<file path="config.mk">
export PLATFORM = sky130hd
export DESIGN_NAME = retransmit_slot_queue_core
export DESIGN_NICKNAME = d
export VERILOG_FILES = /design/src/rtl/core/rsq_pkg.sv /design/src/rtl/core/rsq_ctrl.sv /design/src/rtl/core/rsq_dp.sv /design/src/rtl/core/retransmit_slot_queue_core.sv
export SDC_FILE = /design/constraint.sdc
export NUM_CORES = 1
export LEC_CHECK = 0
export BUFFER_PORTS_ARGS = -buffer_cell sky130_fd_sc_hd__buf_2
export CORE_UTILIZATION = 30
export CTS_CLUSTER_DIAMETER = 60
export DETAILED_ROUTE_END_ITERATION = 12
export MAX_ROUTING_LAYER = met4
export PLACE_DENSITY_LB_ADDON = 0.05
export SLEW_MARGIN = 20
export SYNTH_ARGS = -nofsm -noshare
export SYNTH_HDL_FRONTEND = slang
export SYNTH_HIERARCHICAL = 1
export SYNTH_SLANG_ARGS = --single-unit
</file>
<file path="constraint.sdc">
create_clock -name i_clk -period 6.2 [get_ports i_clk]
set_input_delay 0.62 -clock i_clk [delete_from_list [all_inputs] [get_ports i_clk]]
set_output_delay 0.62 -clock i_clk [all_outputs]
set_load 0.03 [all_outputs]
</file>
<file path="src/rtl/core/rsq_pkg.sv">
// shared types and constants for the retransmit slot queue
// used by the controller, the datapath and the top level
`default_nettype none

package rsq_pkg;

    localparam int SLOTS   = 16;
    localparam int SLOT_W  = 4;
    localparam int CNT_W   = 5;
    localparam int STAMP_W = 16;
    localparam int SEQ_W   = 16;

    localparam logic [STAMP_W-1:0] STAMP_MAX = 16'hFFFF;

    typedef enum logic [2:0] {
        KIND_ALLOC = 3'd0,
        KIND_PUSH  = 3'd1,
        KIND_POP   = 3'd2,
        KIND_PEEK  = 3'd3,
        KIND_ACK   = 3'd4,
        KIND_FREE  = 3'd5,
        KIND_CLEAR = 3'd6
    } t_kind;

    // commands from the controller to the datapath
    typedef struct packed {
        logic exec;       // operation on the accepted item that needs no scan
        logic scan_init;  // latch key and reset the scan registers
        logic alloc_step; // examine one slot for allocation
        logic ack_step;   // examine one queue entry for acknowledge
    } t_cmd;

    // status from the datapath to the controller
    typedef struct packed {
        logic empty;
        logic alloc_free;
        logic alloc_last;
        logic ack_hit;
        logic ack_last;
    } t_stat;

endpackage

`default_nettype wire

</file>
<file path="src/rtl/core/rsq_ctrl.sv">
// controller state machine for the retransmit slot queue
// depends on rsq_pkg for command and status types
`default_nettype none

module rsq_ctrl import rsq_pkg::*; (
    input  wire logic              i_clk,
    input  wire logic              i_rst_n,
    input  wire logic              i_start,
    input  wire logic [2:0]        i_kind,
    input  wire t_stat             i_stat,
    output t_cmd                   o_cmd,
    output logic                   o_busy
);

    typedef enum logic [2:0] {
        ST_IDLE  = 3'b001,
        ST_ALLOC = 3'b010,
        ST_ACK   = 3'b100
    } t_state;

    t_state r_state;
    t_state n_state;

    always_comb begin
        n_state = r_state;
        o_cmd   = '0;
        unique case (r_state)
            ST_IDLE: begin
                if (i_start) begin
                    if (t_kind'(i_kind) == KIND_ALLOC) begin
                        o_cmd.scan_init = 1'b1;
                        n_state         = ST_ALLOC;
                    end else if (t_kind'(i_kind) == KIND_ACK && !i_stat.empty) begin
                        o_cmd.scan_init = 1'b1;
                        n_state         = ST_ACK;
                    end else begin
                        o_cmd.exec = 1'b1;
                    end
                end
            end
            ST_ALLOC: begin
                o_cmd.alloc_step = 1'b1;
                if (i_stat.alloc_free || i_stat.alloc_last) begin
                    n_state = ST_IDLE;
                end
            end
            ST_ACK: begin
                o_cmd.ack_step = 1'b1;
                if (i_stat.ack_hit || i_stat.ack_last) begin
                    n_state = ST_IDLE;
                end
            end
            default: begin
                n_state = ST_IDLE;
            end
        endcase
    end

    always_ff @(posedge i_clk) begin
        if (!i_rst_n) begin
            r_state <= ST_IDLE;
        end else begin
            r_state <= n_state;
        end
    end

    assign o_busy = (r_state != ST_IDLE);

endmodule

`default_nettype wire

</file>
<file path="src/rtl/core/rsq_dp.sv">
// datapath of the retransmit slot queue: slot pool, order ring, scan and result registers
// depends on rsq_pkg for command and status types
`default_nettype none

module rsq_dp import rsq_pkg::*; (
    input  wire logic               i_clk,
    input  wire logic               i_rst_n,
    input  wire t_cmd               i_cmd,
    input  wire logic [2:0]         i_kind,
    input  wire logic [SLOT_W-1:0]  i_slot,
    input  wire logic [SEQ_W-1:0]   i_seq_number,
    output t_stat                   o_stat,
    output logic                    o_done,
    output logic [SLOT_W-1:0]       o_slot_out,
    output logic                    o_valid_res,
    output logic                    o_evicted,
    output logic                    o_overflow,
    output logic [CNT_W-1:0]        o_entries
);

    function automatic logic [SLOT_W-1:0] ptr_next(input logic [SLOT_W-1:0] p);
        return (p == SLOT_W'(SLOTS - 1)) ? '0 : p + 1'b1;
    endfunction

    logic [SLOTS-1:0]   r_busy;
    logic [STAMP_W-1:0] r_stamp [SLOTS];
    logic [SEQ_W-1:0]   r_seq   [SLOTS];
    logic [SLOT_W-1:0]  r_ring  [SLOTS];
    logic [SLOT_W-1:0]  r_head;
    logic [SLOT_W-1:0]  r_tail;
    logic [CNT_W-1:0]   r_count;
    logic [STAMP_W-1:0] r_stamp_ctr;

    // scan registers
    logic [SLOT_W-1:0]  r_idx;
    logic [CNT_W-1:0]   r_left;
    logic [STAMP_W-1:0] r_limit;
    logic [SLOT_W-1:0]  r_victim;
    logic [SEQ_W-1:0]   r_key;

    // result registers
    logic               r_done;
    logic [SLOT_W-1:0]  r_slot_out;
    logic               r_valid;
    logic               r_evicted;
    logic               r_overflow;

    logic [SLOT_W-1:0]  ring_head;
    logic [STAMP_W-1:0] stamp_cur;
    logic               take_victim;
    logic               full;

    assign ring_head = r_ring[r_head];
    assign stamp_cur = r_stamp[r_idx];
    assign full      = (r_count == CNT_W'(SLOTS));
    assign take_victim = ({1'b0, stamp_cur} + (STAMP_W+1)'(SLOTS) <= {1'b0, r_limit})
                      || (stamp_cur == STAMP_MAX);

    assign o_stat.empty      = (r_count == '0);
    assign o_stat.alloc_free = !r_busy[r_idx];
    assign o_stat.alloc_last = (r_idx == SLOT_W'(SLOTS - 1));
    assign o_stat.ack_hit    = (r_seq[ring_head] == r_key);
    assign o_stat.ack_last   = (r_left == CNT_W'(1));

    // control state: busy bits, pointers, count, stamp counter, strobe
    always_ff @(posedge i_clk) begin
        if (!i_rst_n) begin
            r_busy      <= '0;
            r_head      <= '0;
            r_tail      <= '0;
            r_count     <= '0;
            r_stamp_ctr <= '0;
            r_done      <= 1'b0;
        end else begin
            r_done <= i_cmd.exec
                   || (i_cmd.alloc_step && (o_stat.alloc_free || o_stat.alloc_last))
                   || (i_cmd.ack_step && (o_stat.ack_hit || o_stat.ack_last));
            if (i_cmd.exec) begin
                unique case (t_kind'(i_kind))
                    KIND_PUSH: begin
                        if (!full) begin
                            r_tail  <= ptr_next(r_tail);
                            r_count <= r_count + 1'b1;
                        end
                    end
                    KIND_POP: begin
                        if (!o_stat.empty) begin
                            r_head  <= ptr_next(r_head);
                            r_count <= r_count - 1'b1;
                        end
                    end
                    KIND_FREE: begin
                        r_busy[i_slot] <= 1'b0;
                    end
                    KIND_CLEAR: begin
                        r_head  <= '0;
                        r_tail  <= '0;
                        r_count <= '0;
                    end
                    default: begin
                    end
                endcase
            end
            if (i_cmd.alloc_step && o_stat.alloc_free) begin
                r_busy[r_idx] <= 1'b1;
                r_stamp_ctr   <= r_stamp_ctr + 1'b1;
            end
            if (i_cmd.ack_step) begin
                r_head <= ptr_next(r_head);
                if (o_stat.ack_hit) begin
                    r_busy[ring_head] <= 1'b0;
                    r_count           <= r_count - 1'b1;
                end else begin
                    r_tail <= ptr_next(r_tail);
                end
            end
        end
    end

    // stores, scan registers and result fields
    always_ff @(posedge i_clk) begin
        if (i_cmd.exec) begin
            r_evicted <= 1'b0;
            unique case (t_kind'(i_kind)) inside
                KIND_PUSH: begin
                    r_overflow <= full;
                    r_valid    <= !full;
                    r_slot_out <= full ? '0 : i_slot;
                    if (!full) begin
                        r_seq[i_slot]  <= i_seq_number;
                        r_ring[r_tail] <= i_slot;
                    end
                end
                KIND_POP, KIND_PEEK: begin
                    r_overflow <= 1'b0;
                    r_valid    <= !o_stat.empty;
                    r_slot_out <= o_stat.empty ? '0 : ring_head;
                end
                KIND_FREE: begin
                    r_overflow <= 1'b0;
                    r_valid    <= 1'b1;
                    r_slot_out <= i_slot;
                end
                default: begin
                    r_overflow <= 1'b0;
                    r_valid    <= 1'b0;
                    r_slot_out <= '0;
                end
            endcase
        end
        if (i_cmd.scan_init) begin
            r_idx    <= '0;
            r_left   <= r_count;
            r_limit  <= STAMP_MAX;
            r_victim <= '0;
            r_key    <= i_seq_number;
        end
        if (i_cmd.alloc_step) begin
            r_idx <= r_idx + 1'b1;
            if (o_stat.alloc_free) begin
                r_stamp[r_idx] <= r_stamp_ctr;
                r_slot_out     <= r_idx;
                r_valid        <= 1'b1;
                r_evicted      <= 1'b0;
                r_overflow     <= 1'b0;
            end else begin
                if (take_victim) begin
                    r_limit  <= stamp_cur;
                    r_victim <= r_idx;
                end
                if (o_stat.alloc_last) begin
                    r_slot_out <= take_victim ? r_idx : r_victim;
                    r_valid    <= 1'b1;
                    r_evicted  <= 1'b1;
                    r_overflow <= 1'b0;
                end
            end
        end
        if (i_cmd.ack_step) begin
            r_left <= r_left - 1'b1;
            r_evicted  <= 1'b0;
            r_overflow <= 1'b0;
            if (o_stat.ack_hit) begin
                r_slot_out <= ring_head;
                r_valid    <= 1'b1;
            end else begin
                // rotate the non-matching entry to the tail
                r_ring[r_tail] <= ring_head;
                r_slot_out     <= '0;
                r_valid        <= 1'b0;
            end
        end
    end

    assign o_done      = r_done;
    assign o_slot_out  = r_slot_out;
    assign o_valid_res = r_valid;
    assign o_evicted   = r_evicted;
    assign o_overflow  = r_overflow;
    assign o_entries   = r_count;

endmodule

`default_nettype wire

</file>
<file path="src/rtl/core/retransmit_slot_queue_core.sv">
// top level of the retransmit slot queue
// instantiates rsq_ctrl and rsq_dp, depends on rsq_pkg
//
// usage: drive i_kind, i_slot and i_seq_number with i_start high; the item is
// taken at a clock edge where i_start is high and o_busy is low. every item
// gives exactly one result, shown for one cycle with o_done high on o_slot_out,
// o_valid_res, o_evicted, o_overflow and o_entries. the receiver cannot stall,
// so the result must be captured in that cycle.
// push, pop, peek, free, clear, unused kinds and acknowledge on an empty queue show
// their result in the cycle after the transfer and never raise o_busy, so one
// such item can follow every cycle.
// allocate walks the slots one per cycle from slot 0 and stops at the lowest free
// slot, or at the last slot when all are busy and a victim is evicted.
// acknowledge walks the queue from the head one entry per cycle and stops at the
// match or at the last entry.
// o_busy is high while a walk runs; the next item may be taken in the cycle
// the result is shown.
// reset (synchronous, active low) frees all slots, empties the queue and
// clears the stamp counter; no clearing pass is needed.
`default_nettype none

module retransmit_slot_queue_core import rsq_pkg::*; (
    input  wire logic               i_clk,
    input  wire logic               i_rst_n,
    input  wire logic               i_start,
    input  wire logic [2:0]         i_kind,
    input  wire logic [SLOT_W-1:0]  i_slot,
    input  wire logic [SEQ_W-1:0]   i_seq_number,
    output logic                    o_busy,
    output logic                    o_done,
    output logic [SLOT_W-1:0]       o_slot_out,
    output logic                    o_valid_res,
    output logic                    o_evicted,
    output logic                    o_overflow,
    output logic [CNT_W-1:0]        o_entries
);

    t_cmd  cmd;
    t_stat stat;

    rsq_ctrl u_ctrl (
        .i_clk   (i_clk),
        .i_rst_n (i_rst_n),
        .i_start (i_start),
        .i_kind  (i_kind),
        .i_stat  (stat),
        .o_cmd   (cmd),
        .o_busy  (o_busy)
    );

    rsq_dp u_dp (
        .i_clk        (i_clk),
        .i_rst_n      (i_rst_n),
        .i_cmd        (cmd),
        .i_kind       (i_kind),
        .i_slot       (i_slot),
        .i_seq_number (i_seq_number),
        .o_stat       (stat),
        .o_done       (o_done),
        .o_slot_out   (o_slot_out),
        .o_valid_res  (o_valid_res),
        .o_evicted    (o_evicted),
        .o_overflow   (o_overflow),
        .o_entries    (o_entries)
    );

endmodule

`default_nettype wire

</file>
==> results of run 1 <==
==> routing by layer <==
layer | track usage | vias to the layer above
li1 | - | 7633
met3 | 0.0238 | 126
met4 | 0.0484 | 0
met5 | - | -
met1 | 0.223 | 8620
met2 | 0.282 | 250
==> flip-flops by register name (all words and copies together) (netlist names), named ones only <==
signal	flops
u_dp/r_ring	64
u_dp/o_valid_res	1
u_dp/r_left	5
u_dp/o_overflow	1
u_dp/r_key	16
u_ctrl/r_state	3
u_dp/r_seq	256
u_dp/r_idx	4
u_dp/r_victim	4
u_dp/r_tail	4
u_dp/o_entries	5
u_dp/o_done	1
u_dp/r_stamp	256
u_dp/r_stamp_ctr	16
u_dp/o_evicted	1
u_dp/r_busy	16
u_dp/r_limit	16
u_dp/r_head	4
u_dp/o_slot_out	4
==> cell families after synthesis <==
family | after synthesis
mux | 156
flops | 685
fa+ha+maj | 31
simple gates | 525
xor+xnor | 34
compound gates | 310
buf+inv | 153
==> cells in the mapped netlist, types with 29 or more instances <==
library cell	count
nor3_1	29
edfxtp_1	601
nand3_1	129
inv_1	39
nor2_1	83
a21oi_1	79
nand2_1	148
ha_1	31
mux4_2	96
dfxtp_1	84
o211ai_1	65
clkbuf_1	46
buf_2	38
mux2i_1	39
o21ai_0	29
==> power groups by stage <==
| stage | logic (mW) | registers [mW] | clock network (mW) |
|---|---|---|---|
| floorplan | 0.254 | 5.12 | 0 |
| global placement | 0.414 | 5.13 | 0 |
| detailed placement | 0.413 | 5.13 | 0 |
| CTS | 0.415 | 5.03 | 5.03 |
| global route | 0.444 | 5.03 | 5.19 |
| finish | 0.405 | 5.03 | 4.87 |
==> area by class of cell <==
class                           instances  area [um^2]
Clock inverter                         46          439
Inverter                               40          150
Tap cell                             1265         1580
Clock buffer                          114         2320
Timing Repair Buffer                  117          906
Fill cell                            9107        61300
Multi-Input combinational cell       1056         8390
Sequential cell                       685        19700
Antenna cell                            2         5.00
==> worst min path at each step <==
stage / slack (ps) / cells after the start / startpoint / endpoint
finish: 340 / 4 / i_start / u_ctrl/r_state[0]$_SDFFE_PN1P_
global route: 330 / 1 / i_seq_number[11] / u_dp/r_seq[4][11]$_DFFE_PP_
CTS: 280 / 4 / i_start / u_ctrl/r_state[0]$_SDFFE_PN1P_
detailed placement: 470 / 2 / u_dp/r_victim[1]$_DFF_P_ / u_dp/r_victim[1]$_DFF_P_
global placement: 460 / 2 / u_dp/r_victim[1]$_DFF_P_ / u_dp/r_victim[1]$_DFF_P_
floorplan: 450 / 2 / u_dp/r_victim[0]$_DFF_P_ / u_dp/r_victim[0]$_DFF_P_
==> tightest hold or removal path: stages <==
cell,delay (ps)
buf_2,110
inv_1,50
o21ai_0,70
o311ai_1,80
==> out/qor.yml, run 1 <==
outcome: "finished, final reports clean"
worst_hold_slack_ps: 338
cp_max_fo: 35
grt_max_degree: 63
critPathArrivalTime_ps: 5850
wl_met1_um: 36700
power.internal_mw: 8.02
fin_crit_sh: 0.901
dieArea_mm2: 0.0970
dieHeight_um: 311
synth_top_flop_cell: "edfxtp_1"
path_clk_slew_ps: 60
path_class: "reg2reg"
finClkSkew_ps: 33.6
wl_met2_um: 40300
clock_power_share: 0.473
postCtsSetupBuffers: 0
fin_cells: 3325
synthMuxAreaShare: 0.0971
p_seq_frac: 0.488
p_comb_frac: 0.039
r2r_end: "u_dp/r_ring[2][3]$_DFFE_PP_"
cts.sinks: 685
yosysWarnings: 6
start_util: 0.303
slew_violations: 0
core-area_mm2: 0.0949
layout_setup_ws_ps: 615
switching_power_mw: 2.28
gp_congestion: 0.762
crit_family: "simple AND/OR/NAND/NOR gates"
path_buf_inv: 2
synth.area.top_cells: "edfxtp_1, mux4_2, dfxtp_1"
dpl.cell_count: 3163
drive_above_1_share: 0.208
clkLatencyLatePin_ps: 650
vias: 16600
async_reset_ff_frac: 0
cts_tree: "built"
cts_htree_levels: 3
final_nets: 2044
row_count: 113
final_common_cell: "edfxtp_1"
synth-compound-area-share: 0.0742
fin_area_mm2: 0.0335
syn2layout_area_growth_pct: 16.7
slew_headroom: 0.443
wl_per_cell_um: 24.4
grt_setup_unrepaired: "no"
fmax_mhz: 179
slowest_delay_ps: 810
p_sw_frac: 0.222
synth.top_cell.area_share: 0.628
ys_seq_elements: 685
grt_pass1_vias: 17000
worst_slew_pin_slew_ps: 824
grt_overflow_total: 0
cts-resized-gates: 0
cp-start-kind: "flip-flop"
final_util: 0.353
maxCapViolCount: 0
clockRootBuffer: "clkbuf_16"
slowest_stage: "nor4bb_1"
rrSetupSlack_ps: 620
dr_wl_met3_um: 2250
ioPinCount: 40
avgSynthCellArea_um2: 15.2
total_leakage_power_nw: 11.1
antenna_found_initial: 4
synthXorXnorAreaFrac: 0.0104
hold_viol_final: 0
route.detailed.drc: 0
die_w_um: 311
dr.max_layer_used: "met4"
drtPass1Iterations: 5
period_needed_ps: 5580
finalPower_mw: 10.3
mostFrequentLayoutCells: "edfxtp_1, nand2_1, nand3_1, mux4_2, clkbuf_16"
yosysSeqAreaShare: 0.687
rr_worst_depth: 14
synth_cells: 1894
crit_required_ps: 6460
worst_path_most_repeated_cell: "buf_4"
endpoint_kind: "flip-flop"
globalRouteTotalUtil: 0.172
cts_buffers: 87
crit_path_end: "u_dp/r_ring[2][3]$_DFFE_PP_"
synthAdderAreaFrac: 0.0135
grt_pass1_wl_um: 119000
synth_top_family_by_area: "multiplexers"
pre_cts_slack_ps: 513
synth_area_mm2: 0.0287
dp_hpwl_um: 47800
power_density_mw_per_mm2: 307
finalWirelength_um: 81200
viasPerCell: 5.00
hold_path_class: "in2reg"
synth_edf_count: 601
ant_nets: 0
setup_tns_ps: 0
cts_hold_buf: 0
drtIter0Drc: 1169
max-clock-path-buffers: 3
finalSetupViolCount: 0
yosysTopAreaCell: "edfxtp_1"
synthSimpleGateAreaFrac: 0.0923
place_area_mm2: 0.0308
crit_chain: "buf_4 > mux4_2 > a22oi_1 > a22o_4 > buf_4 > nand2_1 > a21oi_1 > a211oi_1 > or4_1 > nand4_1 > nor4_4 > a21boi_1 > or2_1 > nor4bb_1"
vdd_drop_max_mv: 0.192
cp.depth: 14
io_buffers: 39
synth_nets: 1951
synthDistinctLibCells: 79
Note: power is estimated with default switching activity, not from simulation.
==> run 2, diff against run 1 <==
ABC_AREA = 1   (was unset)
SYNTH_HIERARCHICAL = unset   (was 1)
==> out/qor.yml, run 2 <==
fin_cells: 4390
cp-start-kind: "flip-flop"
grt_pass1_wl_um: 130000
dieHeight_um: 321
synth_nets: 2966
cts_htree_levels: 3
synthDistinctLibCells: 43
cts-resized-gates: 0
maxCapViolCount: 0
path_class: "reg2reg"
final.fill_count: 10100
async_reset_ff_frac: 0
cp_max_fo: 40
slowest_delay_ps: 510
cts_hold_buf: 0
slew_violations: 0
drtPass1Iterations: 5
ioPinCount: 40
finClkSkew_ps: 27.0
viasPerCell: 4.60
clkLatencyLatePin_ps: 650
ys_seq_elements: 685
grt_pass1_vias: 19700
globalRouteTotalUtil: 0.177
cts_buffers: 88
final_nets: 3009
synth_top_flop_cell: "edfxtp_1"
row_count: 116
route.detailed.drc: 0
crit_required_ps: 6740
setup_tns_ps: 0
ant_nets: 0
grt_overflow_total: 0
finalWirelength_um: 88300
slowest_stage: "clkinv_1"
hold_viol_final: 0
reg_top3: "u_dp.r_seq: 256 flops, u_dp.r_stamp: 256 flops, u_dp.r_ring: 64 flops"
synth_edf_count: 601
dpl.cell_count: 4218
fmax_mhz: 211
critPathArrivalTime_ps: 5270
drtIter0Drc: 1433
postCtsSetupBuffers: 0
fin_crit_sh: 0.763
clockRootBuffer: "clkbuf_16"
io_buffers: 39
drive_above_1_share: 0.0912
synth.area.top_cells: "edfxtp_1, nand2_1, dfxtp_1"
yosysSeqAreaShare: 0.648
outcome: "finished, final reports clean"
cts_tree: "built"
dieArea_mm2: 0.103
vdd_drop_max_mv: 0.198
avgSynthCellArea_um2: 10.5
worst_slew_pin_slew_ps: 1090
finalSetupViolCount: 0
syn2layout_area_growth_pct: 15.3
max-clock-path-buffers: 3
synth_cells: 2909
endpoint_kind: "flip-flop"
hold_path_class: "in2reg"
synth_commonest_cells: "nand2_1, edfxtp_1, inv_1"
mostFrequentLayoutCells: "nand2_1, edfxtp_1, inv_1, o21ai_0, nor2_1"
final_common_cell: "nand2_1"
vias: 20200
core-area_mm2: 0.100
slew_headroom: 0.270
worst_path_most_repeated_cell: "nand2_1"
dp_hpwl_um: 49100
synth_area_mm2: 0.0304
die_w_um: 321
yosysWarnings: 0
power_density_mw_per_mm2: 359
synth.top_cell.area_share: 0.593
antenna_found_initial: 7
gp_congestion: 0.823
yosysTopAreaCell: "edfxtp_1"
grt_setup_unrepaired: "no"
period_needed_ps: 4730
grt_max_degree: 98
wl_per_cell_um: 20.1
yosysMostFrequentCell: "nand2_1"
start_util: 0.303
path_clk_slew_ps: 50
cts.sinks: 685
total_leakage_power_nw: 13.5
==> run 2: cell types whose count changed in the layout (fill, tap and decap cells not counted), moves of 63 or more <==
cell	change
nand3b_1	+63
nor2_1	+81
mux4_2	-96
o21ai_0	+226
inv_1	+332
nand2_1	+548
==> run 2: per-stage QoR <==
step           power (mW)  area [um^2]  hold slack (ps)  setup WS, ps  utilization
3_3_place_gp         7.69        32200              483          1380        0.321
6_report             12.6        35100              381          1470        0.350
3_5_place_dp         7.69        32200              499          1380        0.321
4_1_cts              12.8        35100              324          1360        0.350
2_1_floorplan        6.95        30400              454          2040            -
5_1_grt              13.3        35100              353           910        0.350
==> run 2: per-layer routing <==
metal	vias to the layer above	track usage	wire length, um
li1	9964	-	-
met1	9763	0.219	39700
met2	320	0.295	43100
met3	137	0.0284	3020
met4	0	0.0560	2470
met5	-	-	0
==> run 2: cells by family after synthesis <==
logic type / Yosys count / synth area share
buffers and inverters: 516 / 0.0699
AND/OR/NAND/NOR: 1072 / 0.147
XOR/XNOR: 18 / 0.00518
adder cells (fa/ha/maj): 31 / 0.0127
multiplexers: 67 / 0.0220
flip-flops: 685 / 0.648
AO/OA/AOI/OAI: 520 / 0.0947
==> run 2: where the power goes <==
group	total [mW]	internal, mW	switching [mW]
sequential	5.22	5.14	0.0858
clock	5.05	3.03	2.02
combinational	2.33	0.690	1.64
total	12.6	8.86	3.75
==> run 2: layout make-up <==
| type | instances | area [um^2] | area share |
|---|---|---|---|
| inverters | 382 | 1430 | 0.0408 |
| flip-flops and latches | 685 | 19700 | 0.562 |
| clock inverters | 48 | 480 | 0.0137 |
| well taps | 1357 | 1700 | 0.0484 |
| diodes | 7 | 17.5 | 0.000499 |
| multi-input cells | 1708 | 8760 | 0.250 |
| repair buffers | 87 | 606 | 0.0173 |
| clock buffers | 116 | 2370 | 0.0675 |
==> run 2: final timing paths <==
kind / startpoint / to / slack (ps) / cells after the start
max: flip-flop / u_dp.r_victim[1]$_DFF_P_ / 1470 / 31
min reg2reg: u_dp.r_victim[3]$_DFF_P_ / u_dp.r_victim[3]$_DFF_P_ / 510 / 2
min: i_seq_number[2] / u_dp.r_seq[2][2]$_DFFE_PP_ / 380 / 1
max reg2reg: flip-flop / u_dp.r_victim[1]$_DFF_P_ / 1470 / 31
==> run 2: worst max-delay path: cells and delay by family, from the launching register on <==
kind,cells,cell delay [ps]
AOI/OAI and AO/OA,6,770
and+or+nand+nor,14,1370
adders and majority gates,1,260
buffers and inverters,9,1700
xor gates and xnor gates,1,150
DFF,1,330
==> run 3, diff against run 2 <==
ABC_AREA = 0   (was 1)
clock period = 4.4 ns   (was 6.2 ns; I/O delays follow)
==> out/qor.yml, run 3 <==
outcome: "finished, violations left"
violations: "setup timing"
rrSetupSlack_ps: -170
core-area_mm2: 0.0937
synth_nets: 1895
reg_top3: "u_dp.r_seq: 256 flops, u_dp.r_stamp: 256 flops, u_dp.r_ring: 64 flops"
synth_commonest_cells: "edfxtp_1, mux4_2, a21oi_1"
fin_cells: 3427
finalWirelength_um: 87800
slowest_stage: "mux4_2"
dieHeight_um: 310
grt_pass1_vias: 17800
grt_setup_unrepaired: "yes"
setup_tns_ps: -3710
slew_headroom: 0.329
cp-start-kind: "flip-flop"
final_nets: 2156
worst_slew_pin_slew_ps: 1010
clkLatencyLatePin_ps: 670
row_count: 112
drtIter0Drc: 1477
finClkSkew_ps: 32.3
finalPower_mw: 15.3
clockRootBuffer: "clkbuf_16"
crit_required_ps: 4920
cts.sinks: 685
cts_htree_levels: 3
ys_seq_elements: 685
grt_overflow_total: 0
total_leakage_power_nw: 12.4
die_w_um: 310
synth_area_mm2: 0.0285
final_common_cell: "edfxtp_1"
period_needed_ps: 4570
hold_path_class: "in2reg"
yosysMostFrequentCell: "edfxtp_1"
fmax_mhz: 219
drive_above_1_share: 0.300
critPathArrivalTime_ps: 5090
wl_per_cell_um: 25.6
yosysWarnings: 0
slowest_delay_ps: 540
rr_worst_depth: 22
avgSynthCellArea_um2: 15.5
cts_buffers: 86
grt_pass1_wl_um: 126000
dp_hpwl_um: 51400
hold_viol_final: 0
ant_nets: 0
crit_chain: "buf_4 > mux4_2 > mux4_2 > ha_4 > and2_4 > buf_6 > and4_4 > nand2_4 > xnor2_2 > ha_1 > nand2_2 > nor4_2 > and2_1 > buf_4 > o21ai_1 > a311o_1 > o31ai_4 > nand3_4 > buf_12 > clkbuf_16 > nor2_2 > a31oi_1"
dieArea_mm2: 0.0962
max-clock-path-buffers: 3
synth.area.top_cells: "edfxtp_1, mux4_2, dfxtp_1"
synth.top_cell.area_share: 0.633
synth_cells: 1838
endpoint_kind: "flip-flop"
dpl.cell_count: 3217
ioPinCount: 40
layout_setup_ws_ps: -166
final.fill_count: 8747
drtPass1Iterations: 5
vias: 17400
yosysSeqAreaShare: 0.692
synth_edf_count: 601
grt_max_degree: 65
viasPerCell: 5.09
cts_tree: "built"
fin_area_mm2: 0.0360
worst_hold_slack_ps: 156
syn2layout_area_growth_pct: 26.4
synth_top_flop_cell: "edfxtp_1"
io_buffers: 39
cp_max_fo: 7
mostFrequentLayoutCells: "edfxtp_1, buf_4, mux4_2, a21oi_1, clkbuf_16"
async_reset_ff_frac: 0
start_util: 0.304
path_clk_slew_ps: 60
gp_congestion: 0.756
maxCapViolCount: 0
fin_crit_sh: 1.04
vdd_drop_max_mv: 0.315
globalRouteTotalUtil: 0.187
route.detailed.drc: 0
holdPathStages: 4
synthDistinctLibCells: 73
antenna_found_initial: 5
yosysTopAreaCell: "edfxtp_1"
place_area_mm2: 0.0319
power_density_mw_per_mm2: 424
finalSetupViolCount: 69
slew_violations: 0
path_class: "reg2reg"
-- run 3: changes by cell type in the layout (fill, tap and decap cells not counted), moves of 51 or more --
cell,delta
nand2_1,-617
inv_1,-326
o21ai_0,-212
buf_4,+114
mux4_2,+105
nor2_1,-88
nand3_1,-65
nand3b_1,-64
mux2i_1,-59
a211oi_1,+51
-- run 3: cell type report --
cell class              count  area (um^2)  area share
flip-flops and latches    685        19700       0.548
diodes                      3         7.51    0.000208
inverters                  48          180     0.00500
well taps                1254         1570      0.0436
clock buffers             111         2340      0.0649
clock inverters            48          429      0.0119
repair buffers            282         2910      0.0808
multi-input cells         996         8840       0.245
-- run 3: through the flow --
stage          setup WS, ps   util
3_3_place_gp           -453  0.340
3_5_place_dp           -450  0.340
5_1_grt                -353  0.384
2_1_floorplan          -323      -
6_report               -166  0.384
4_1_cts                -161  0.379
-- run 3: critical path, delay by kind of cell (launching register included) --
family	cells	cell delay, ps
and+or+nand+nor	8	1140
buffers and inverters	5	720
adders and majority gates	2	500
AOI/OAI and AO/OA	4	540
DFF	1	410
xor gates and xnor gates	1	60
muxes	2	1050
-- run 3: kinds of logic (layout without fill, tap and decap cells) --
group,Yosys count,in the layout,share of synthesized area
buffers and inverters,162,489,0.0240
adders and majority gates,31,31,0.0136
DFF,685,685,0.692
other,0,3,0
AOI/OAI and AO/OA,422,422,0.100
muxes,121,125,0.0890
xor gates and xnor gates,42,42,0.0129
and+or+nand+nor,375,376,0.0680
-- run 3: power by group --
part / internal (mW) / switching, mW / total (mW)
Sequential: 7.07 / 0.0475 / 7.12
Clock: 4.02 / 2.87 / 6.90
Combinational: 0.539 / 0.701 / 1.24
Total: 11.6 / 3.62 / 15.3
-- run 3: final timing paths --
kind / endpoint / start
hold / removal: u_ctrl.r_state[0]$_SDFFE_PN1P_ / i_start
hold reg to reg: u_dp.r_victim[0]$_DFF_P_ / u_dp.r_victim[0]$_DFF_P_
setup / recovery: u_dp.r_limit[14]$_DFF_P_ / flip-flop
setup reg to reg: u_dp.r_limit[14]$_DFF_P_ / flip-flop
-- run 3: layer usage --
metal  track usage  vias to the layer above  part of all wire  wire length (um)
met5             -                        -                 0                 0
met4        0.0549                        0             0.023              2010
met3        0.0285                      143             0.040              3510
met2         0.299                      378              0.48             42500
met1         0.247                     8998              0.45             39800
li1              -                     7908                 -                 -
-- run 3: repair_timing --
item,CTS,global route
endpoints found under the setup margin,178,179
buffers inserted,31,12
gates cloned,10,6
hold buffers,0,0
pin swaps,30,27
resized for setup,90,63
